File: config.mk
export PLATFORM = sky130hd
export DESIGN_NAME = interrupt_queue_with_type_clear
export DESIGN_NICKNAME = d
export VERILOG_FILES = /design/src/rtl/iqtc_pkg.sv /design/src/rtl/iqtc_ram.sv /design/src/rtl/iqtc_match.sv /design/src/rtl/interrupt_queue_with_type_clear.sv
export SDC_FILE = /design/constraint.sdc
export NUM_CORES = 1
export LEC_CHECK = 0
export BUFFER_PORTS_ARGS = -buffer_cell sky130_fd_sc_hd__buf_4
export CORE_ASPECT_RATIO = 1.5
export CORE_MARGIN = 10
export CORE_UTILIZATION = 47
export DETAILED_ROUTE_END_ITERATION = 7
export GPL_TIMING_DRIVEN = 1
export PLACE_DENSITY = 0.69
export RECOVER_POWER = 100
export SYNTH_ARGS = -nofsm -noshare
export SYNTH_HDL_FRONTEND = slang
export SYNTH_SLANG_ARGS = --single-unit
export TNS_END_PERCENT = 1
File: constraint.sdc
create_clock -name clk -period 10.3 [get_ports clk]
set_input_delay 1.03 -clock clk [delete_from_list [all_inputs] [get_ports clk]]
set_output_delay 1.03 -clock clk [all_outputs]
set_load 0.05 [all_outputs]
File: src/rtl/iqtc_pkg.sv
`timescale 1ns / 1ps
`default_nettype none
// ----------------------------------------------------------------------------
// iqtc_pkg: shared types and codes of the interrupt queue
// Request and response payloads, the stored entry layout, item kinds,
// status codes and the sequencer states.
// ----------------------------------------------------------------------------
package iqtc_pkg;

	// Width of the count fields in a response
	localparam int CNT_FIELD_W = 5;

	// Item kinds
	localparam logic [1:0] KIND_ENQ = 2'd0;
	localparam logic [1:0] KIND_DEQ = 2'd1;
	localparam logic [1:0] KIND_CLR = 2'd2;

	// Response status codes
	localparam logic [1:0] STAT_OK    = 2'd0;
	localparam logic [1:0] STAT_FULL  = 2'd1;
	localparam logic [1:0] STAT_EMPTY = 2'd2;

	typedef struct packed {
		logic        [1:0]  kind;
		logic        [7:0]  intr_type;
		logic signed [31:0] intr_value;
		logic signed [31:0] intr_misc;
		logic               remove_every;
	} req_t;

	typedef struct packed {
		logic        [1:0]             status;
		logic        [7:0]             got_type;
		logic signed [31:0]            got_value;
		logic signed [31:0]            got_misc;
		logic        [CNT_FIELD_W-1:0] removed;
		logic        [CNT_FIELD_W-1:0] occupancy;
	} rsp_t;

	typedef struct packed {
		logic [7:0]  itype;
		logic [31:0] ival;
		logic [31:0] imisc;
	} entry_t;

	localparam int ENTRY_W = $bits(entry_t);

	typedef enum logic [1:0] {
		ST_IDLE,
		ST_DEQ,
		ST_CLR,
		ST_EMIT
	} state_t;

endpackage
`default_nettype wire

File: src/rtl/iqtc_ram.sv
`timescale 1ns / 1ps
`default_nettype none
// ----------------------------------------------------------------------------
// iqtc_ram: generic simple dual-port RAM
// One write port and one read port, read data registered.
// ----------------------------------------------------------------------------
module iqtc_ram #(
	parameter int WIDTH = 72,
	parameter int DEPTH = 16
) (
	input  wire logic                     clk,
	input  wire logic                     we,
	input  wire logic [$clog2(DEPTH)-1:0] waddr,
	input  wire logic [WIDTH-1:0]         wdata,
	input  wire logic [$clog2(DEPTH)-1:0] raddr,
	output logic      [WIDTH-1:0]         rdata
);

	logic [WIDTH-1:0] mem_q [DEPTH];

	// Write port and registered read port
	always_ff @(posedge clk) begin
		if (we) begin
			mem_q[waddr] <= wdata;
		end
		rdata <= mem_q[raddr];
	end

endmodule
`default_nettype wire

File: src/rtl/iqtc_match.sv
`timescale 1ns / 1ps
`default_nettype none
// ----------------------------------------------------------------------------
// iqtc_match: type compare unit of the clear sweep
// Decides whether the entry under the sweep is removed.
// ----------------------------------------------------------------------------
module iqtc_match (
	input  wire logic [7:0] entry_type,
	input  wire logic [7:0] key_type,
	input  wire logic       remove_every,
	input  wire logic       first_removed,
	output logic            hit
);

	// Remove on a type match, only once unless every match goes
	always_comb begin
		hit = (entry_type == key_type) && (remove_every || !first_removed);
	end

endmodule
`default_nettype wire

File: src/rtl/interrupt_queue_with_type_clear.sv
`timescale 1ns / 1ps
`default_nettype none
// ----------------------------------------------------------------------------
// interrupt_queue_with_type_clear: queued interrupt controller
// FIFO of pending interrupts held in a circular RAM, with enqueue, dequeue
// and clear-by-type that compacts the queue in one sweep.
// ----------------------------------------------------------------------------
// Usage:
//   req channel (req_valid, req_stall, req) carries one item per transfer:
//   enqueue, dequeue oldest, or clear by type. rsp channel (rsp_valid,
//   rsp_stall, rsp) returns exactly one response per item, in order.
//   The block takes one item at a time; req_stall is high while an item is
//   in work. From request transfer to response valid the sequencer passes:
//     enqueue, full, empty, clear on empty queue, unused kind: ST_EMIT
//     dequeue: ST_DEQ (one RAM read), then ST_EMIT
//     clear: ST_CLR (one RAM read and one compare per entry, through
//     the single read port and the shared compare unit), then ST_EMIT;
//   ST_EMIT loads the output register. The next item is taken in the
//   cycle after the response is loaded, so one item is done before the next.
//   A response waits in the output register while rsp_stall is high; the
//   next item may be taken meanwhile, and its result waits in the
//   sequencer until the output register frees.
//   Reset empties the queue at once; the RAM itself is not cleared.
// ----------------------------------------------------------------------------
module interrupt_queue_with_type_clear #(
	parameter int QUEUE_DEPTH = 16
) (
	input  wire logic           clk,
	input  wire logic           arst_n,
	input  wire logic           req_valid,
	output logic                req_stall,
	input  wire iqtc_pkg::req_t req,
	output logic                rsp_valid,
	input  wire logic           rsp_stall,
	output iqtc_pkg::rsp_t      rsp
);

	import iqtc_pkg::*;

	localparam int AW = $clog2(QUEUE_DEPTH);
	localparam int CW = $clog2(QUEUE_DEPTH + 1);
	localparam int XW = (CW > CNT_FIELD_W) ? CW : CNT_FIELD_W;

	// Circular pointer advance
	function automatic logic [AW-1:0] ptr_inc(input logic [AW-1:0] p);
		return (p == AW'(QUEUE_DEPTH - 1)) ? '0 : p + AW'(1);
	endfunction

	// Fit a count into a response field
	function automatic logic [CNT_FIELD_W-1:0] cnt_field(input logic [CW-1:0] v);
		logic [XW-1:0] x;
		x = XW'(v);
		return x[CNT_FIELD_W-1:0];
	endfunction

	state_t        state_q, state_d;
	logic [AW-1:0] head_q, head_d;
	logic [AW-1:0] tail_q, tail_d;
	logic [CW-1:0] count_q, count_d;
	logic [AW-1:0] rd_ptr_q, rd_ptr_d;
	logic [AW-1:0] wr_ptr_q, wr_ptr_d;
	logic [CW-1:0] issue_left_q, issue_left_d;
	logic [CW-1:0] proc_left_q, proc_left_d;
	logic [CW-1:0] nrem_q, nrem_d;
	logic [7:0]    key_q, key_d;
	logic          every_q, every_d;
	rsp_t          res_q, res_d;
	logic          rsp_valid_q, rsp_valid_d;
	rsp_t          rsp_q;
	logic          load_rsp;

	logic          ram_we;
	logic [AW-1:0] ram_waddr;
	logic [AW-1:0] ram_raddr;
	entry_t        ram_wdata;
	entry_t        ram_rdata;
	logic          hit;
	logic [CW-1:0] nrem_nx;
	logic [AW-1:0] wr_nx;

	iqtc_ram #(
		.WIDTH(ENTRY_W),
		.DEPTH(QUEUE_DEPTH)
	) u_ram (
		.clk  (clk),
		.we   (ram_we),
		.waddr(ram_waddr),
		.wdata(ram_wdata),
		.raddr(ram_raddr),
		.rdata(ram_rdata)
	);

	iqtc_match u_match (
		.entry_type   (ram_rdata.itype),
		.key_type     (key_q),
		.remove_every (every_q),
		.first_removed(nrem_q != '0),
		.hit          (hit)
	);

	// Sequencer: next state, RAM control and result assembly
	always_comb begin
		state_d      = state_q;
		head_d       = head_q;
		tail_d       = tail_q;
		count_d      = count_q;
		rd_ptr_d     = rd_ptr_q;
		wr_ptr_d     = wr_ptr_q;
		issue_left_d = issue_left_q;
		proc_left_d  = proc_left_q;
		nrem_d       = nrem_q;
		key_d        = key_q;
		every_d      = every_q;
		res_d        = res_q;
		load_rsp     = 1'b0;
		ram_we       = 1'b0;
		ram_waddr    = tail_q;
		ram_raddr    = head_q;
		ram_wdata    = '{itype: req.intr_type, ival: req.intr_value, imisc: req.intr_misc};
		nrem_nx      = nrem_q;
		wr_nx        = wr_ptr_q;

		unique case (state_q)
			ST_IDLE: begin
				if (req_valid) begin
					res_d           = '0;
					res_d.status    = STAT_OK;
					res_d.occupancy = cnt_field(count_q);
					key_d           = req.intr_type;
					every_d         = req.remove_every;
					state_d         = ST_EMIT;
					case (req.kind)
						KIND_ENQ: begin
							if (count_q == CW'(QUEUE_DEPTH)) begin
								res_d.status = STAT_FULL;
							end else begin
								ram_we          = 1'b1;
								tail_d          = ptr_inc(tail_q);
								count_d         = count_q + CW'(1);
								res_d.occupancy = cnt_field(count_q + CW'(1));
							end
						end
						KIND_DEQ: begin
							if (count_q == '0) begin
								res_d.status = STAT_EMPTY;
							end else begin
								state_d = ST_DEQ;
							end
						end
						KIND_CLR: begin
							if (count_q != '0) begin
								rd_ptr_d     = ptr_inc(head_q);
								issue_left_d = count_q - CW'(1);
								proc_left_d  = count_q;
								wr_ptr_d     = head_q;
								nrem_d       = '0;
								state_d      = ST_CLR;
							end
						end
						default: begin
						end
					endcase
				end
			end
			ST_DEQ: begin
				// Head entry read was issued at the transfer
				res_d.got_type  = ram_rdata.itype;
				res_d.got_value = ram_rdata.ival;
				res_d.got_misc  = ram_rdata.imisc;
				head_d          = ptr_inc(head_q);
				count_d         = count_q - CW'(1);
				res_d.occupancy = cnt_field(count_q - CW'(1));
				state_d         = ST_EMIT;
			end
			ST_CLR: begin
				// Issue the next read while the previous entry is checked
				ram_raddr = rd_ptr_q;
				if (issue_left_q != '0) begin
					rd_ptr_d     = ptr_inc(rd_ptr_q);
					issue_left_d = issue_left_q - CW'(1);
				end
				// Drop a hit, move a keeper down to the write pointer
				if (hit) begin
					nrem_nx = nrem_q + CW'(1);
				end else begin
					ram_we    = 1'b1;
					ram_waddr = wr_ptr_q;
					ram_wdata = ram_rdata;
					wr_nx     = ptr_inc(wr_ptr_q);
				end
				nrem_d      = nrem_nx;
				wr_ptr_d    = wr_nx;
				proc_left_d = proc_left_q - CW'(1);
				if (proc_left_q == CW'(1)) begin
					tail_d          = wr_nx;
					count_d         = count_q - nrem_nx;
					res_d.removed   = cnt_field(nrem_nx);
					res_d.occupancy = cnt_field(count_q - nrem_nx);
					state_d         = ST_EMIT;
				end
			end
			ST_EMIT: begin
				// Hand the result over once the output register frees
				if (!rsp_valid_q || !rsp_stall) begin
					load_rsp = 1'b1;
					state_d  = ST_IDLE;
				end
			end
			default: begin
				state_d = ST_IDLE;
			end
		endcase
	end

	// Hold the response until its transfer completes
	always_comb begin
		if (load_rsp) begin
			rsp_valid_d = 1'b1;
		end else if (!rsp_stall) begin
			rsp_valid_d = 1'b0;
		end else begin
			rsp_valid_d = rsp_valid_q;
		end
	end

	// Control registers
	always_ff @(posedge clk or negedge arst_n) begin
		if (!arst_n) begin
			state_q      <= ST_IDLE;
			head_q       <= '0;
			tail_q       <= '0;
			count_q      <= '0;
			rd_ptr_q     <= '0;
			wr_ptr_q     <= '0;
			issue_left_q <= '0;
			proc_left_q  <= '0;
			nrem_q       <= '0;
			rsp_valid_q  <= 1'b0;
		end else begin
			state_q      <= state_d;
			head_q       <= head_d;
			tail_q       <= tail_d;
			count_q      <= count_d;
			rd_ptr_q     <= rd_ptr_d;
			wr_ptr_q     <= wr_ptr_d;
			issue_left_q <= issue_left_d;
			proc_left_q  <= proc_left_d;
			nrem_q       <= nrem_d;
			rsp_valid_q  <= rsp_valid_d;
		end
	end

	// Payload registers
	always_ff @(posedge clk) begin
		key_q   <= key_d;
		every_q <= every_d;
		res_q   <= res_d;
		if (load_rsp) begin
			rsp_q <= res_q;
		end
	end

	assign req_stall = (state_q != ST_IDLE);
	assign rsp_valid = rsp_valid_q;
	assign rsp       = rsp_q;

	// Occupancy stays within the queue depth
	a_count_bound: assert property (@(posedge clk) disable iff (!arst_n)
		count_q <= CW'(QUEUE_DEPTH))
		else $error("queue count above depth");

	// A clear never removes more entries than the queue holds
	a_nrem_bound: assert property (@(posedge clk) disable iff (!arst_n)
		(state_q == ST_CLR) |-> (nrem_q <= count_q))
		else $error("clear removed more than occupancy");

	// An accepted enqueue into a non-full queue grows it by one
	a_enq_grow: assert property (@(posedge clk) disable iff (!arst_n)
		(req_valid && !req_stall && req.kind == KIND_ENQ
			&& count_q != CW'(QUEUE_DEPTH))
		|=> (count_q == $past(count_q) + CW'(1)))
		else $error("enqueue did not grow the queue");

	// A response only appears after the sequencer hands it over
	a_rsp_source: assert property (@(posedge clk) disable iff (!arst_n)
		$rose(rsp_valid_q) |-> ($past(state_q) == ST_EMIT))
		else $error("response raised outside hand-over");

	// The sequencer never leaves a pending result behind
	a_emit_exit: assert property (@(posedge clk) disable iff (!arst_n)
		(state_q == ST_EMIT && !rsp_stall) |=> (state_q == ST_IDLE))
		else $error("result not handed over with free output");

endmodule
`default_nettype wire
==> metrics list <==
* Fraction of layout instances using a drive strength above 1: 19.8%
* DRC violation total after the first TritonRoute iteration: 2,352
- In the final routing, the length of wire on met1 measures 47,600 um.
* IR Drop Worst-Case VDD: 259 uV
- Type of the most critical hold path: flip-flop to flip-flop
* Source-to-sink clock delay at the later pin of the worst-skew pair: 760 ps
- In the synthesized netlist the dominant register cell turns out to be edfxtp_1.
- Largest net degree at the start of global routing: 121
- The checks that failed: capacitance limit, slew limit.
- Adding up every negative setup slack in the final design gives 0 ps.
- CTS clk-pin slew, worst paths: 60 ps
- Post-placement setup slack: 5130 ps
- The clock passes through at most 3 buffers.
- The number of placed instances, taps included, is 4,319.
- Crit path cell chain: inv_1, ha_1, clkbuf_1, o31ai_4, buf_4, nor3b_1, a31oi_1, nor2_1, clkbuf_2
- Layout Area Growth over Synthesis: 12.1%
* Share of the synthesized area in the top cell type: 72.5%
* Placement-stage cell area: 57,900 sq um
- Chip Height: 439 um
- Final setup vio count: 0
* Skew final: 36.3 ps
* Start-to-end type of the worst setup path: flip-flop to flip-flop
* Overall die width: 299 um
- GPL Wtd Cong: 0.794
* Cell with the largest stage delay on the worst path: clkbuf_1
- Most numerous cell types in the synthesized netlist: edfxtp_1 (1,329), mux4_2 (288), nand2_1 (181)
- The finished cells cover 61,700 sq um.
* TritonCTS clock tree: built
* Max-slew violation count: 1,207
- Synthesis handed over a netlist of 2,715 instances.
- Reg2Reg Launch Point: state_q[0]
* Cell types occupying the most area after synthesis: edfxtp_1 (72%), mux4_2 (12%), dfxtp_1 (2.6%), dfrtp_1 (1.8%), and2_1 (1.7%)
* Delay contributed by the slowest stage of the critical path: 1810 ps
- Number of buffers inserted during clock tree synthesis: 131
- Number of H-tree levels: 4
- After synthesis, the mean cell area works out to 20.3 sq um.
- Category of the worst setup path launch point: flip-flop
- The via count of the first global-routing pass was 28,700.
- Setup repair after global routing left no endpoint under its margin.
- Number of gates given a new drive strength after cts: 0
- Excluding fillers, the count of instances in the completed layout stands at 4,562.
* # nets final: 3,007
- Amount of wire on met2 after detailed routing: 64,700 um
* Synthesis warning total: 0
* Share of synthesized area occupied by flip-flops and latches: 76.9%
- The number of nets handed over by synthesis was 2,819.
- Area of the die: 132,000 sq um
- In the routed design, unresolved DRC markers number 0.
* Power Density: 326 nW/um^2
- Critical path fanouts, max: 57
- Clock Root Buffer: clkbuf_16
- Across the run, the number of max-cap violations was 29.
* Type of destination of the critical path: flip-flop
- Counting flops with a built-in enable in the synthesized netlist gives 1,329.
- The tree built by TritonCTS fans out to 1,440 sinks.
- Post-CTS Setup Bufs: 0
* Post-detail-place hpwl: 67,700 um
- The first global-routing pass estimated 186,000 um of wire.
- The final layout contains routed wiring with a total length of 123,000 um.
- Across every metal layer, demand over resource in global routing totals 18.8%.
* Period utilization: 71.6%
* Via-to-Cell Ratio: 5.88
* Total number of placement rows: 153
- Dividing the detail-routed wire length by the instance count gives 27.0 um.
* Vias: 26,800
- Most instantiated library cell after synthesis: edfxtp_1
* Worst endpoint data arrival time: 7690 ps
- Headroom to the max-slew limit: -150%
- Final worst path period need: 7380 ps
* Top metal layer carrying routed signals: met4
* Origin of the worst setup path: state_q[0]
* Yosys reg bits: 1,440
- The number of hold buffers added after CTS was 0.
* Crit path setup slack, layout: 2920 ps
* Hold path startpoint: res_q[70]
* I/O pins: 165
- For the pin with the worst max-slew slack, the measured transition is 3760 ps.
* Fin. Hold Viols: 0
* DRT antenna net count: 0
* Total of buffers placed on input and output ports: 164
- The cell area that synthesis handed to floorplanning was 55,100 sq um.
* Total length of routed met3 wires: 6660 um
* Placeable core area: 116,000 sq um
- Endpoint required time on the critical path: 10,610 ps
- Counting flops with an async set or reset pin after synthesis yields a share of 2.71%.
- Number of distinct standard cells referenced by the synthesized netlist: 62
- The pre-antenna-repair detailed-routing pass consisted of 5 iterations.
- After global routing the overflow that remains totals 0.
* Starting utilization of the core area: 47.4%
* Maximum clock frequency: 0.136 GHz
* Most area-hungry cell type in the Yosys netlist: edfxtp_1
- Standby leakage power: 0.0198 uW
- The flow ran to the end, but the final reports show violations.
- The number of antenna violations at the first check in global routing came to 2.
[logic make-up after synthesis]
family,count (synthesis),synth area share (%)
flops,1440,76.9
simple gates,424,3.83
mux,378,13.6
compound gates,252,3.07
buf+inv,173,1.63
fa+ha+maj,25,0.582
xor+xnor,23,0.380
[worst max-delay path: cells and delay by family (launching register included)]
kind            cells  cell delay [ps]
buf+inv             4             4080
simple gates        2             1780
flops               1              410
compound gates      2              350
fa+ha+maj           1              180
[stage by stage]
step,utilization [%],power [uW],hold WS (ps)
floorplan,-,13600,400
global placement,49.8,15400,402
detailed placement,49.8,15600,405
CTS,53.5,20500,219
global route,53.1,21100,411
finish,53.1,20100,409
[registers in the layout, indices dropped and copies added, names as in the netlist, 5 cells and up]
signal	count
count_q	5
issue_left_q	5
key_q	8
nrem_q	5
proc_left_q	5
res_q	84
rsp	84
u_ram.mem_q	1152
u_ram.rdata	72
[report_power, final]
group	internal, uW	switching, uW
Sequential	8120	427
Clock	2760	2110
Combinational	2500	4220
[area by class of cell]
| class | instances | area, sq um |
|---|---|---|
| sequential | 1440 | 42300 |
| timing repair buffer | 203 | 1160 |
| clock inverter | 66 | 658 |
| tap | 1550 | 1940 |
| multi-input combinational | 1102 | 11900 |
| fill | 8926 | 54500 |
| antenna | 2 | 5.00 |
| clock buffer | 174 | 3640 |
| inverter | 25 | 93.8 |
[layout by cell type (no fill, tap or decap), types with 5 or more instances in the layout]
cell and count:
mux4_2 288, clkbuf_8 5, bufinv_16 10, nor2_1 43, xor2_1 6, inv_1 25
xnor2_1 16, and2_0 75, nor3_1 7, mux2_2 7, clkbuf_2 12, nor3b_1 6
nand2b_1 6, edfxtp_1 1329, a31oi_1 83, and2_1 73, a21oi_1 22, mux2i_1 9
nand3_1 9, o22ai_1 8, dfxtp_1 72, clkbuf_16 138, clkinv_2 12, dfrtp_1 39
clkbuf_1 129, o21ai_0 30, nand2_1 181, o31ai_1 5, mux2_1 72, a211oi_1 74
ha_1 24, clkinv_8 5, clkinv_1 27, buf_4 88
[worst paths after layout]
check | slack (ps) | depth (start not counted) | to
min in group asynchronous | 990 | 1 | nrem_q[2]
worst max register to register | 2920 | 9 | u_ram.mem_q[11][20]
worst max-delay path | 2920 | 9 | u_ram.mem_q[11][20]
max in group asynchronous | 7940 | 1 | state_q[0]
worst min register to register | 410 | 0 | rsp[70]
worst min-delay path | 410 | 0 | rsp[70]
[layer usage]
layer,track usage (%),vias to the layer above
li1,-,11400
met5,0,-
met1,23.3,14300
met3,2.95,231
met4,6.82,0
met2,33.1,970
No activity file was read; power rests on OpenSTA's default activity.
